<file path="src/hw/rtl/cdqm_pkg.sv">
package cdqm_pkg;

  localparam int unsigned DEPTH       = 32;
  localparam int unsigned VALUE_RANGE = 100;

  localparam int unsigned KIND_W   = 3;
  localparam int unsigned VAL_W    = 7;
  localparam int unsigned STAT_W   = 3;
  localparam int unsigned TALLY_W  = 6;
  localparam int unsigned IDX_W    = $clog2(DEPTH);
  localparam int unsigned CNT_W    = $clog2(DEPTH + 1);
  localparam int unsigned TALLY_AW = $clog2(VALUE_RANGE);

  localparam logic [TALLY_W-1:0] TALLY_MAX = '1;

  // request kinds
  localparam logic [KIND_W-1:0] KIND_INS_HEAD = 3'd0;
  localparam logic [KIND_W-1:0] KIND_INS_TAIL = 3'd1;
  localparam logic [KIND_W-1:0] KIND_REM_HEAD = 3'd2;
  localparam logic [KIND_W-1:0] KIND_REM_TAIL = 3'd3;
  localparam logic [KIND_W-1:0] KIND_SEARCH   = 3'd4;
  localparam logic [KIND_W-1:0] KIND_DUMP     = 3'd5;

  // result status codes
  localparam logic [STAT_W-1:0] STAT_FOUND   = 3'd0;
  localparam logic [STAT_W-1:0] STAT_MISSING = 3'd1;
  localparam logic [STAT_W-1:0] STAT_EMPTY   = 3'd2;
  localparam logic [STAT_W-1:0] STAT_ELEMENT = 3'd3;
  localparam logic [STAT_W-1:0] STAT_FULL    = 3'd4;

  typedef struct packed {
    logic [KIND_W-1:0] kind;
    logic [VAL_W-1:0]  item_value;
  } in_beat_t;

  typedef struct packed {
    logic [STAT_W-1:0] status;
    logic [VAL_W-1:0]  out_value;
    logic              last;
  } out_beat_t;

  typedef enum logic [2:0] {
    CH_HOLD,
    CH_PUSH_HEAD,
    CH_PUSH_TAIL,
    CH_POP_HEAD,
    CH_ROTATE
  } chain_op_e;

  typedef struct packed {
    chain_op_e        op;
    logic [VAL_W-1:0] value;
    logic [CNT_W-1:0] count;
  } chain_ctrl_t;

  typedef enum logic [2:0] {
    ST_IDLE,
    ST_CNT_UPD,
    ST_SEARCH,
    ST_EMIT,
    ST_DUMP
  } state_e;

endpackage

</file>
<file path="src/hw/rtl/cdqm_cell.sv">
module cdqm_cell (
  input  logic                       clk_i,
  input  cdqm_pkg::chain_ctrl_t      ctrl_i,
  input  logic [cdqm_pkg::IDX_W-1:0] idx_i,
  input  logic [cdqm_pkg::VAL_W-1:0] prev_i,
  input  logic [cdqm_pkg::VAL_W-1:0] next_i,
  input  logic [cdqm_pkg::VAL_W-1:0] head_i,
  output logic [cdqm_pkg::VAL_W-1:0] val_o
);
  import cdqm_pkg::*;

  logic [VAL_W-1:0] val_q, val_d;
  logic             at_count;
  logic             at_tail;

  assign at_count = (CNT_W'(idx_i) == ctrl_i.count);
  assign at_tail  = ((CNT_W'(idx_i) + CNT_W'(1)) == ctrl_i.count);

  always_comb begin
    val_d = val_q;
    unique case (ctrl_i.op)
      CH_PUSH_HEAD: val_d = prev_i;
      CH_PUSH_TAIL: if (at_count) val_d = ctrl_i.value;
      CH_POP_HEAD:  val_d = next_i;
      // tail cell wraps around to the head so the occupied range recirculates
      CH_ROTATE:    val_d = at_tail ? head_i : next_i;
      default:      val_d = val_q;
    endcase
  end

  always_ff @(posedge clk_i) begin
    val_q <= val_d;
  end

  assign val_o = val_q;

endmodule

</file>
<file path="src/hw/rtl/cdqm_tally.sv">
module cdqm_tally (
  input  logic                          clk_i,
  input  logic                          rst_ni,
  input  logic                          rd_en_i,
  input  logic [cdqm_pkg::TALLY_AW-1:0] rd_addr_i,
  output logic [cdqm_pkg::TALLY_W-1:0]  rd_data_o,
  input  logic                          wr_en_i,
  input  logic [cdqm_pkg::TALLY_AW-1:0] wr_addr_i,
  input  logic [cdqm_pkg::TALLY_W-1:0]  wr_data_i
);
  import cdqm_pkg::*;

  logic [TALLY_W-1:0]     mem_q [VALUE_RANGE];
  logic [VALUE_RANGE-1:0] valid_q;
  logic [TALLY_W-1:0]     rdata_q;
  logic                   rvalid_q;

  always_ff @(posedge clk_i) begin
    if (wr_en_i) begin
      mem_q[wr_addr_i] <= wr_data_i;
    end
    if (rd_en_i) begin
      rdata_q <= mem_q[rd_addr_i];
    end
  end

  // an entry never written since reset reads as zero
  always_ff @(posedge clk_i or negedge rst_ni) begin
    if (!rst_ni) begin
      valid_q  <= '0;
      rvalid_q <= 1'b0;
    end else begin
      if (wr_en_i) valid_q[wr_addr_i] <= 1'b1;
      if (rd_en_i) rvalid_q <= valid_q[rd_addr_i];
    end
  end

  assign rd_data_o = rvalid_q ? rdata_q : '0;

  a_no_rw_same_cycle: assert property (@(posedge clk_i) disable iff (!rst_ni)
    !(rd_en_i && wr_en_i))
    else $error("tally read and write in the same cycle");

  a_wr_in_range: assert property (@(posedge clk_i) disable iff (!rst_ni)
    wr_en_i |-> (wr_addr_i < VALUE_RANGE))
    else $error("tally write out of range");

  a_rd_in_range: assert property (@(posedge clk_i) disable iff (!rst_ni)
    rd_en_i |-> (rd_addr_i < VALUE_RANGE))
    else $error("tally read out of range");

endmodule

</file>
<file path="src/hw/rtl/circular_deque_with_membership.sv">
// Double-ended queue of small values with a per-value occurrence table.
//
// in channel  (in_valid_i/in_ready_o, in_data_i): one request per beat:
//   insert head/tail, remove head/tail, search, dump.
// out channel (out_valid_o/out_ready_i, out_data_o): result beats, last set
//   on the final beat of each request.
// Storage is a row of DEPTH cells that shift as one; cell 0 is the head.
// The occurrence table is a VALUE_RANGE-entry RAM with a registered read.
// Steps from acceptance until the next request is taken:
//   insert / remove  table read, then table write
//   search           table read, then the result beat is registered
//   full / empty     no table access; the result beat is registered
//   dump             one element beat per cycle while the output is free,
//                    by rotating the occupied cells once around
// Unused kinds, out-of-range inserts and removes on an empty queue give no beat.
// A request is taken only while the control is idle; a result beat waiting
// in the output register does not block acceptance, but any further beat
// stalls until the receiver takes the one held. Reset empties the queue and
// clears the table's valid bits at once; no clearing pass is needed.
module circular_deque_with_membership (
  input  logic                clk_i,
  input  logic                rst_ni,
  input  logic                in_valid_i,
  output logic                in_ready_o,
  input  cdqm_pkg::in_beat_t  in_data_i,
  output logic                out_valid_o,
  input  logic                out_ready_i,
  output cdqm_pkg::out_beat_t out_data_o
);
  import cdqm_pkg::*;

  state_e              state_q, state_d;
  logic [CNT_W-1:0]    count_q, count_d;
  logic [IDX_W-1:0]    dump_idx_q, dump_idx_d;
  logic [STAT_W-1:0]   res_status_q, res_status_d;
  logic                cnt_inc_q, cnt_inc_d;
  logic [TALLY_AW-1:0] cnt_addr_q, cnt_addr_d;
  logic                out_valid_q;
  out_beat_t           out_data_q, out_next;
  logic                out_load;
  logic                out_free;

  chain_ctrl_t         chain_ctrl;
  chain_op_e           chain_op;
  logic [VAL_W-1:0]    cells [DEPTH];
  logic [VAL_W-1:0]    tail_val;
  logic [VAL_W-1:0]    pop_val;

  logic                rd_en, wr_en;
  logic [TALLY_AW-1:0] rd_addr;
  logic [TALLY_W-1:0]  rd_data, wr_data;

  logic [VAL_W-1:0]    in_val;
  logic                val_ok;
  logic                pop_ok;
  logic                dump_last;

  assign in_val    = in_data_i.item_value;
  assign val_ok    = ({1'b0, in_val} < VALUE_RANGE);
  assign tail_val  = cells[IDX_W'(count_q - CNT_W'(1))];
  assign out_free  = !out_valid_q || out_ready_i;
  assign dump_last = ((CNT_W'(dump_idx_q) + CNT_W'(1)) == count_q);

  assign chain_ctrl.op    = chain_op;
  assign chain_ctrl.value = in_val;
  assign chain_ctrl.count = count_q;

  for (genvar g = 0; g < DEPTH; g++) begin : g_cell
    logic [VAL_W-1:0] prev_w, next_w;
    if (g == 0) begin : g_first
      assign prev_w = in_val;
    end else begin : g_inner_prev
      assign prev_w = cells[g-1];
    end
    if (g == DEPTH - 1) begin : g_last
      assign next_w = cells[g];
    end else begin : g_inner_next
      assign next_w = cells[g+1];
    end
    cdqm_cell u_cell (
      .clk_i  (clk_i),
      .ctrl_i (chain_ctrl),
      .idx_i  (IDX_W'(g)),
      .prev_i (prev_w),
      .next_i (next_w),
      .head_i (cells[0]),
      .val_o  (cells[g])
    );
  end

  cdqm_tally u_tally (
    .clk_i     (clk_i),
    .rst_ni    (rst_ni),
    .rd_en_i   (rd_en),
    .rd_addr_i (rd_addr),
    .rd_data_o (rd_data),
    .wr_en_i   (wr_en),
    .wr_addr_i (cnt_addr_q),
    .wr_data_i (wr_data)
  );

  always_comb begin
    state_d      = state_q;
    count_d      = count_q;
    dump_idx_d   = dump_idx_q;
    res_status_d = res_status_q;
    cnt_inc_d    = cnt_inc_q;
    cnt_addr_d   = cnt_addr_q;
    chain_op     = CH_HOLD;
    rd_en        = 1'b0;
    rd_addr      = TALLY_AW'(in_val);
    wr_en        = 1'b0;
    wr_data      = rd_data;
    in_ready_o   = 1'b0;
    out_load     = 1'b0;
    out_next     = '0;
    pop_val      = cells[0];
    pop_ok       = 1'b0;

    unique case (state_q)
      ST_IDLE: begin
        in_ready_o = 1'b1;
        if (in_valid_i) begin
          unique case (in_data_i.kind)
            KIND_INS_HEAD, KIND_INS_TAIL: begin
              if (val_ok) begin
                if (count_q == CNT_W'(DEPTH)) begin
                  res_status_d = STAT_FULL;
                  state_d      = ST_EMIT;
                end else begin
                  chain_op   = (in_data_i.kind == KIND_INS_HEAD) ? CH_PUSH_HEAD
                                                                 : CH_PUSH_TAIL;
                  count_d    = count_q + CNT_W'(1);
                  rd_en      = 1'b1;
                  cnt_addr_d = TALLY_AW'(in_val);
                  cnt_inc_d  = 1'b1;
                  state_d    = ST_CNT_UPD;
                end
              end
            end
            KIND_REM_HEAD, KIND_REM_TAIL: begin
              if (count_q != '0) begin
                if (in_data_i.kind == KIND_REM_HEAD) begin
                  chain_op = CH_POP_HEAD;
                  pop_val  = cells[0];
                end else begin
                  pop_val  = tail_val;
                end
                count_d = count_q - CNT_W'(1);
                pop_ok  = ({1'b0, pop_val} < VALUE_RANGE);
                if (pop_ok) begin
                  rd_en      = 1'b1;
                  rd_addr    = TALLY_AW'(pop_val);
                  cnt_addr_d = TALLY_AW'(pop_val);
                  cnt_inc_d  = 1'b0;
                  state_d    = ST_CNT_UPD;
                end
              end
            end
            KIND_SEARCH: begin
              if (count_q == '0) begin
                res_status_d = STAT_EMPTY;
                state_d      = ST_EMIT;
              end else if (!val_ok) begin
                res_status_d = STAT_MISSING;
                state_d      = ST_EMIT;
              end else begin
                rd_en   = 1'b1;
                state_d = ST_SEARCH;
              end
            end
            KIND_DUMP: begin
              if (count_q == '0) begin
                res_status_d = STAT_EMPTY;
                state_d      = ST_EMIT;
              end else begin
                dump_idx_d = '0;
                state_d    = ST_DUMP;
              end
            end
            default: ;
          endcase
        end
      end
      ST_CNT_UPD: begin
        wr_en = 1'b1;
        if (cnt_inc_q) begin
          wr_data = (rd_data != TALLY_MAX) ? rd_data + TALLY_W'(1) : rd_data;
        end else begin
          wr_data = (rd_data != '0) ? rd_data - TALLY_W'(1) : rd_data;
        end
        state_d = ST_IDLE;
      end
      ST_SEARCH: begin
        res_status_d = (rd_data != '0) ? STAT_FOUND : STAT_MISSING;
        state_d      = ST_EMIT;
      end
      ST_EMIT: begin
        if (out_free) begin
          out_load         = 1'b1;
          out_next.status  = res_status_q;
          out_next.last    = 1'b1;
          state_d          = ST_IDLE;
        end
      end
      ST_DUMP: begin
        if (out_free) begin
          out_load           = 1'b1;
          out_next.status    = STAT_ELEMENT;
          out_next.out_value = cells[0];
          out_next.last      = dump_last;
          chain_op           = CH_ROTATE;
          dump_idx_d         = dump_idx_q + IDX_W'(1);
          if (dump_last) state_d = ST_IDLE;
        end
      end
      default: state_d = ST_IDLE;
    endcase
  end

  always_ff @(posedge clk_i or negedge rst_ni) begin
    if (!rst_ni) begin
      state_q     <= ST_IDLE;
      count_q     <= '0;
      dump_idx_q  <= '0;
      out_valid_q <= 1'b0;
    end else begin
      state_q    <= state_d;
      count_q    <= count_d;
      dump_idx_q <= dump_idx_d;
      if (out_load) begin
        out_valid_q <= 1'b1;
      end else if (out_ready_i) begin
        out_valid_q <= 1'b0;
      end
    end
  end

  always_ff @(posedge clk_i) begin
    res_status_q <= res_status_d;
    cnt_inc_q    <= cnt_inc_d;
    cnt_addr_q   <= cnt_addr_d;
    if (out_load) out_data_q <= out_next;
  end

  assign out_valid_o = out_valid_q;
  assign out_data_o  = out_data_q;

  a_count_bound: assert property (@(posedge clk_i) disable iff (!rst_ni)
    count_q <= CNT_W'(DEPTH))
    else $error("entry count beyond depth");

  a_dump_nonempty: assert property (@(posedge clk_i) disable iff (!rst_ni)
    (state_q == ST_DUMP) |-> (count_q != '0) && (CNT_W'(dump_idx_q) < count_q))
    else $error("dump running past the occupied cells");

  a_count_step: assert property (@(posedge clk_i) disable iff (!rst_ni)
    (state_q != ST_IDLE) |=> (count_q == $past(count_q)))
    else $error("entry count changed outside idle");

endmodule

</file>
<file path="config.mk">
export PLATFORM = sky130hd
export DESIGN_NAME = circular_deque_with_membership
export DESIGN_NICKNAME = d
export VERILOG_FILES = /design/src/hw/rtl/cdqm_pkg.sv /design/src/hw/rtl/cdqm_cell.sv /design/src/hw/rtl/cdqm_tally.sv /design/src/hw/rtl/circular_deque_with_membership.sv
export SDC_FILE = /design/constraint.sdc
export NUM_CORES = 2
export LEC_CHECK = 0
export BUFFER_PORTS_ARGS = -buffer_cell sky130_fd_sc_hd__buf_2
export CAP_MARGIN = 10
export CORE_ASPECT_RATIO = 1.75
export CORE_MARGIN = 4
export CORE_UTILIZATION = 58
export CTS_CLUSTER_DIAMETER = 30
export DETAILED_ROUTE_END_ITERATION = 7
export GPL_ROUTABILITY_DRIVEN = 0
export GPL_TIMING_DRIVEN = 0
export PLACE_DENSITY = 0.78
export SKIP_LAST_GASP = 1
export SYNTH_ARGS = -nofsm -noshare
export SYNTH_HDL_FRONTEND = slang
export SYNTH_SLANG_ARGS = --single-unit
</file>
<file path="constraint.sdc">
create_clock -name clk_i -period 5.4 [get_ports clk_i]
set_input_delay 1.08 -clock clk_i [delete_from_list [all_inputs] [get_ports clk_i]]
set_output_delay 1.08 -clock clk_i [all_outputs]
set_load 0.05 [all_outputs]
</file>
==> impl_metrics.py, run 1 <==
metrics = {
    "outcome": {
        "status": "did not finish",
        "failing_step": "global routing",
        "stop_error": "[ERROR GRT-0116] Global routing finished with congestion. Check the congestion regions in the DRC Viewer.",
    },
    "global_route": {
        "grt_pass1_vias": 41600,
        "grt_util_all_layers": 0.5289,
        "grt_pass1_wl_mm": 309.5,
        "grt_max_degree": 79,
        "grt.overflow.total": 16,
    },
    "die": {
        "num_io_pins": 27,
        "start_util": 0.5858,
        "die_h_um": 375.6,
        "rows": 134,
        "dieWidth_um": 218.1,
    },
    "clocking": {
        "clock-sinks": 968,
        "htree_levels": 3,
        "clock_path_buffers": 3,
        "cts_buffers": 119,
        "cts_root_buf": "clkbuf_16",
    },
    "yosys": {
        "synth_nets": 3700,
        "synth_cell_type_count": 88,
        "syn_inst": 3674,
        "synth_compound_area_frac": 0.1282,
        "yosys_most_used_dff": "edfxtp_1",
        "synth-seq-area-share": 0.6361,
        "synth_mux_area_frac": 0.06982,
        "yosys-top-cells-area": "edfxtp_1 57%, dfrtp_1 6.5%, nand2_1 4.2%",
        "synth_top_area_cell": "edfxtp_1",
        "ys.warnings.count": 0,
        "synthDominantCellAreaShare": 0.5713,
        "mappedNetlistArea_sq_um": 44780,
        "synth-xor-area-share": 0.004917,
        "synth_simple_gate_area_frac": 0.1277,
        "async_reset_ff_frac": 0.1198,
        "synthAdderAreaFrac": 0.003353,
        "syn_avg_cell_area_sq_um": 12.19,
        "synth-seq-cells": 968,
        "synth_top_family_by_area": "compound AO/OA/AOI/OAI gates",
        "synth_edf_count": 852,
    },
    "placed_design": {
        "portBuffers": 24,
        "hpwl_mm": 132.6,
    },
}
## stage by stage
step	hold slack, ns	setup slack, ns	cell area (sq um)	instances	setup TNS (ns)
4_1_cts	0.2640	-0.1164	53260	5046	-0.5005
3_5_place_dp	0.4519	-3.101	46650	4740	-31.48
3_3_place_gp	0.4487	-4.307	46180	4718	-2053.61
2_1_floorplan	0.4337	0.02523	44780	3674	0
## per-layer routing
layer,GRT overflow,GRT usage
met1,0,0.5061
met2,9,0.7221
met4,7,0.5374
met5,0,0.1364
met3,0,0.3437
## kinds of logic after synthesis
| logic type | count (synthesis) |
|---|---|
| flip-flops | 968 |
| AND/OR/NAND/NOR | 1301 |
| AO/OA/AOI/OAI | 852 |
| adder cells (fa/ha/maj) | 12 |
| buffers and inverters | 284 |
| XOR/XNOR | 23 |
| multiplexers | 234 |
## what timing repair did
| item | CTS |
|---|---|
| buffers inserted | 79 |
| gates cloned | 2 |
| resized for setup | 399 |
| pin swaps | 43 |
| endpoints found under the setup margin | 36 |
| hold buffers | 0 |
## synth_stat cells, types with 19 or more instances
library cell,count
edfxtp_1,852
nand2_1,501
nor2_1,404
a21oi_1,351
a221oi_1,185
mux2i_1,161
nand3_1,154
clkbuf_1,143
dfrtp_1,116
or2_2,103
mux4_2,61
buf_2,54
a31oi_1,44
o21ai_0,40
o22ai_1,39
a22oi_1,38
buf_4,29
buf_1,25
and3_1,24
nor3_1,24
o221ai_1,20
inv_1,19
nand4_1,19
==> run 2, diff against run 1 <==
CORE_ASPECT_RATIO = unset   (was 1.75)
CORE_UTILIZATION = 40   (was 58)
CTS_CLUSTER_DIAMETER = unset   (was 30)
PLACE_DENSITY = unset   (was 0.78)
PLACE_DENSITY_LB_ADDON = 0.15   (was unset)
clock period = 7 ns   (was 5.4 ns; I/O delays follow)
==> run 2 against run 1 <==
Net effect: the flow now finishes, with violations (DRC, setup timing); synthesized cell count stayed put; area after synthesis stayed put.
==> impl_metrics.py, run 2 <==
metrics = {
    "timing": {
        "slew_headroom": 0.01965,
        "fmax_ghz": 0.1408,
        "finalCritPeriodShare": 1.014,
        "skew_ns": 0.05087,
        "finalHoldViolations": 0,
        "drv_slew": 0,
        "setup_viol": 4,
        "rsz0062_at_grt": "yes",
        "setup_slack_ns": -0.1010,
        "min_period_ns": 7.101,
        "tightest_slew_ns": 1.471,
    },
    "global_route": {
        "grt_pass1_wl_mm": 268.1,
        "grt.overflow.total": 0,
        "antenna_found_initial": 9,
        "grt_util_all_layers": 0.3276,
        "grt_max_degree": 77,
        "grt_pass1_vias": 33010,
    },
    "drt": {
        "routedWlPerCell_um": 36.32,
        "dr.pass1.iters": 8,
        "viasPerCell": 6.632,
        "drt-initial-drc-count": 7183,
        "final_antenna_net_count": 0,
        "routed_wl_mm": 196.8,
        "vias": 35940,
        "drcViolationCount": 10,
    },
    "die": {
        "die_h_um": 342.6,
        "dieWidth_um": 342.6,
        "dieArea_sq_um": 117400,
        "start_util": 0.4035,
        "coreArea_sq_um": 111000,
        "num_io_pins": 27,
        "rows": 122,
    },
    "finish": {
        "layout_common_cells": "852 x edfxtp_1, 500 x nand2_1, 393 x nor2_1",
        "largest_reg_flops": 600,
        "drive_above_1_share": 0.1446,
        "finalNetCount": 3863,
        "largest_register": "u_tally.mem_q",
        "fin_util": 0.4635,
        "fillers": 10160,
        "syn_to_final_growth_pct": 14.85,
        "final_common_cell": "edfxtp_1",
    },
    "worst_setup_path": {
        "critPathCaptureType": "register",
        "cp.required_ns": 7.56,
        "path_max_fanout": 10,
        "critPathKind": "reg2reg",
        "arrival_ns": 7.66,
        "worstSetupStartpointType": "register",
        "rr_startpoint": "count_q[0]",
        "setup.worst_path.start": "count_q[0]",
    },
    "yosys": {
        "syn_inst": 3674,
        "mappedNetlistArea_sq_um": 44780,
        "yosys-top-cells-area": "edfxtp_1 57%, dfrtp_1 6.5%, nand2_1 4.2%",
        "synth_cell_type_count": 88,
        "synthTopCellsByCount": "852 x edfxtp_1, 501 x nand2_1, 404 x nor2_1",
        "async_reset_ff_frac": 0.1198,
        "synthDominantCellAreaShare": 0.5713,
        "synth_top_area_cell": "edfxtp_1",
        "synth-seq-area-share": 0.6361,
        "yosys_most_used_dff": "edfxtp_1",
        "syn_avg_cell_area_sq_um": 12.19,
        "ys.warnings.count": 0,
        "yosysMostFrequentCell": "edfxtp_1",
        "synth-seq-cells": 968,
        "synth_edf_count": 852,
        "synth_nets": 3700,
    },
    "pwr": {
        "clkPwrFrac": 0.229,
        "power.internal_mw": 13.84,
        "combPwrFrac": 0.429,
        "p_switching_mw": 10.20,
        "p_per_area_nw_per_um2": 467.4,
        "seqPwrFrac": 0.342,
        "leakage_nw": 17.99,
        "p_sw_frac": 0.4244,
        "max-vdd-ir-drop_v": 0.0002231,
    },
    "clocking": {
        "insertion_delay_ns": 0.73,
        "cts_buffers": 104,
        "cts_tree": "built",
        "clock_path_buffers": 3,
        "cts_root_buf": "clkbuf_16",
        "htree_levels": 3,
        "clock-sinks": 968,
        "ctsHoldBuffers": 0,
        "clk_pin_slew_worst_paths_ns": 0.06,
    },
    "outcome": {
        "violations": "DRC, setup timing",
        "status": "complete, but fails checks",
    },
    "worst_hold_path": {
        "worstHoldPathType": "reg2reg",
        "min_from": "u_tally.valid_q[51]",
    },
    "placed_design": {
        "portBuffers": 24,
        "hpwl_mm": 136.4,
        "preCtsSetupSlack_ns": -2.294,
    },
    "run": {
        "max_cap_viol_count": 0,
    },
}
run 2: cell counts after synthesis:
Identical to the previous run, type by type.
run 2: timing repair:
| item | CTS | global route |
|---|---|---|
| setup endpoints to repair | 7 | 7 |
| pin swaps | 7 | 3 |
| resized for setup | 177 | 13 |
| setup buffers | 10 | 0 |
run 2: logic make-up after synthesis:
logic type,count (synthesis),share of synthesized area
AND/OR/NAND/NOR,1301,0.1277
XOR/XNOR,23,0.004917
adder cells (fa/ha/maj),12,0.003353
multiplexers,234,0.06982
flip-flops,968,0.6361
AO/OA/AOI/OAI,852,0.1282
buffers and inverters,284,0.02984
run 2: worst paths after layout:
kind	end	cells past startpoint	slack, ns
worst max-delay path	u_tally.rvalid_q	23	-0.10
worst min-delay path	u_tally.valid_q[51]	1	0.46
worst max register to register	u_tally.rvalid_q	23	-0.10
worst min register to register	u_tally.valid_q[51]	1	0.46
max in group asynchronous	u_tally.valid_q[48]	2	5.40
min in group asynchronous	state_q[1]	1	0.63
run 2: metrics by stage:
stage               hold WS [ns]  cells  instance area (sq um)  total power, mW  setup TNS, ns
floorplan                 0.4337   3674                  44780            13.21              0
global placement          0.4483   5186                  46760            17.43       -1638.05
detailed placement        0.4512   5211                  47340            17.62         -12.59
CTS                       0.4666   5414                  51350            23.39       -0.02927
global route              0.4807   5415                  51420            24.42       -0.03295
finish                    0.4627   5419                  51430            24.04        -0.3003
run 2: worst max-delay path: stages (launching register included):
cell and delay [ns]:
dfrtp_2 0.43, buf_8 0.22, buf_8 0.25, inv_4 0.12, ha_1 0.34, buf_8 0.23, buf_8 0.24, buf_6 0.26
buf_8 0.24, buf_4 0.36, mux4_2 0.66, nand2_1 0.11, nand4_1 0.10, nand4_1 0.17, o21a_1 0.31, mux2_2 0.31
buf_2 0.44, buf_2 0.42, a21oi_1 0.07, a221oi_1 0.30, o21ai_0 0.27, o211ai_1 0.37, nand4_1 0.21, a22oi_1 0.43
run 2: layer usage:
metal | routed length [um] | track usage | vias up | share of wire
met5 | 219 | 0.01021 | - | 0.0011
met3 | 32360 | 0.1439 | 515 | 0.16
met2 | 77570 | 0.4369 | 3001 | 0.39
li1 | - | - | 14350 | -
met4 | 8602 | 0.1216 | 10 | 0.044
met1 | 78060 | 0.4676 | 18060 | 0.40
run 2: area by class of cell:
type,count,area [sq um],area share
Tap cell,1488,1862,0.03620
Inverter,20,77.57,0.001508
Buffer,261,1584,0.03080
Multi-Input combinational cell,2422,15360,0.2987
Sequential cell,968,28490,0.5539
Clock inverter,53,474.2,0.009220
Antenna cell,4,10.01,0.0001946
Clock buffer,143,2860,0.05561
Timing Repair Buffer,60,716.9,0.01394
run 2: power by group through the flow:
stage                     combinational (mW)  clock (mW)  sequential, mW
after global routing                    10.4        5.77            8.25
final                                   10.3        5.51            8.22
after floorplan                         4.93           0            8.28
after detailed placement                9.33           0            8.30
after global placement                  8.85           0            8.57
after CTS                               9.70        5.51            8.18
Power figures use the tool's default switching activity.
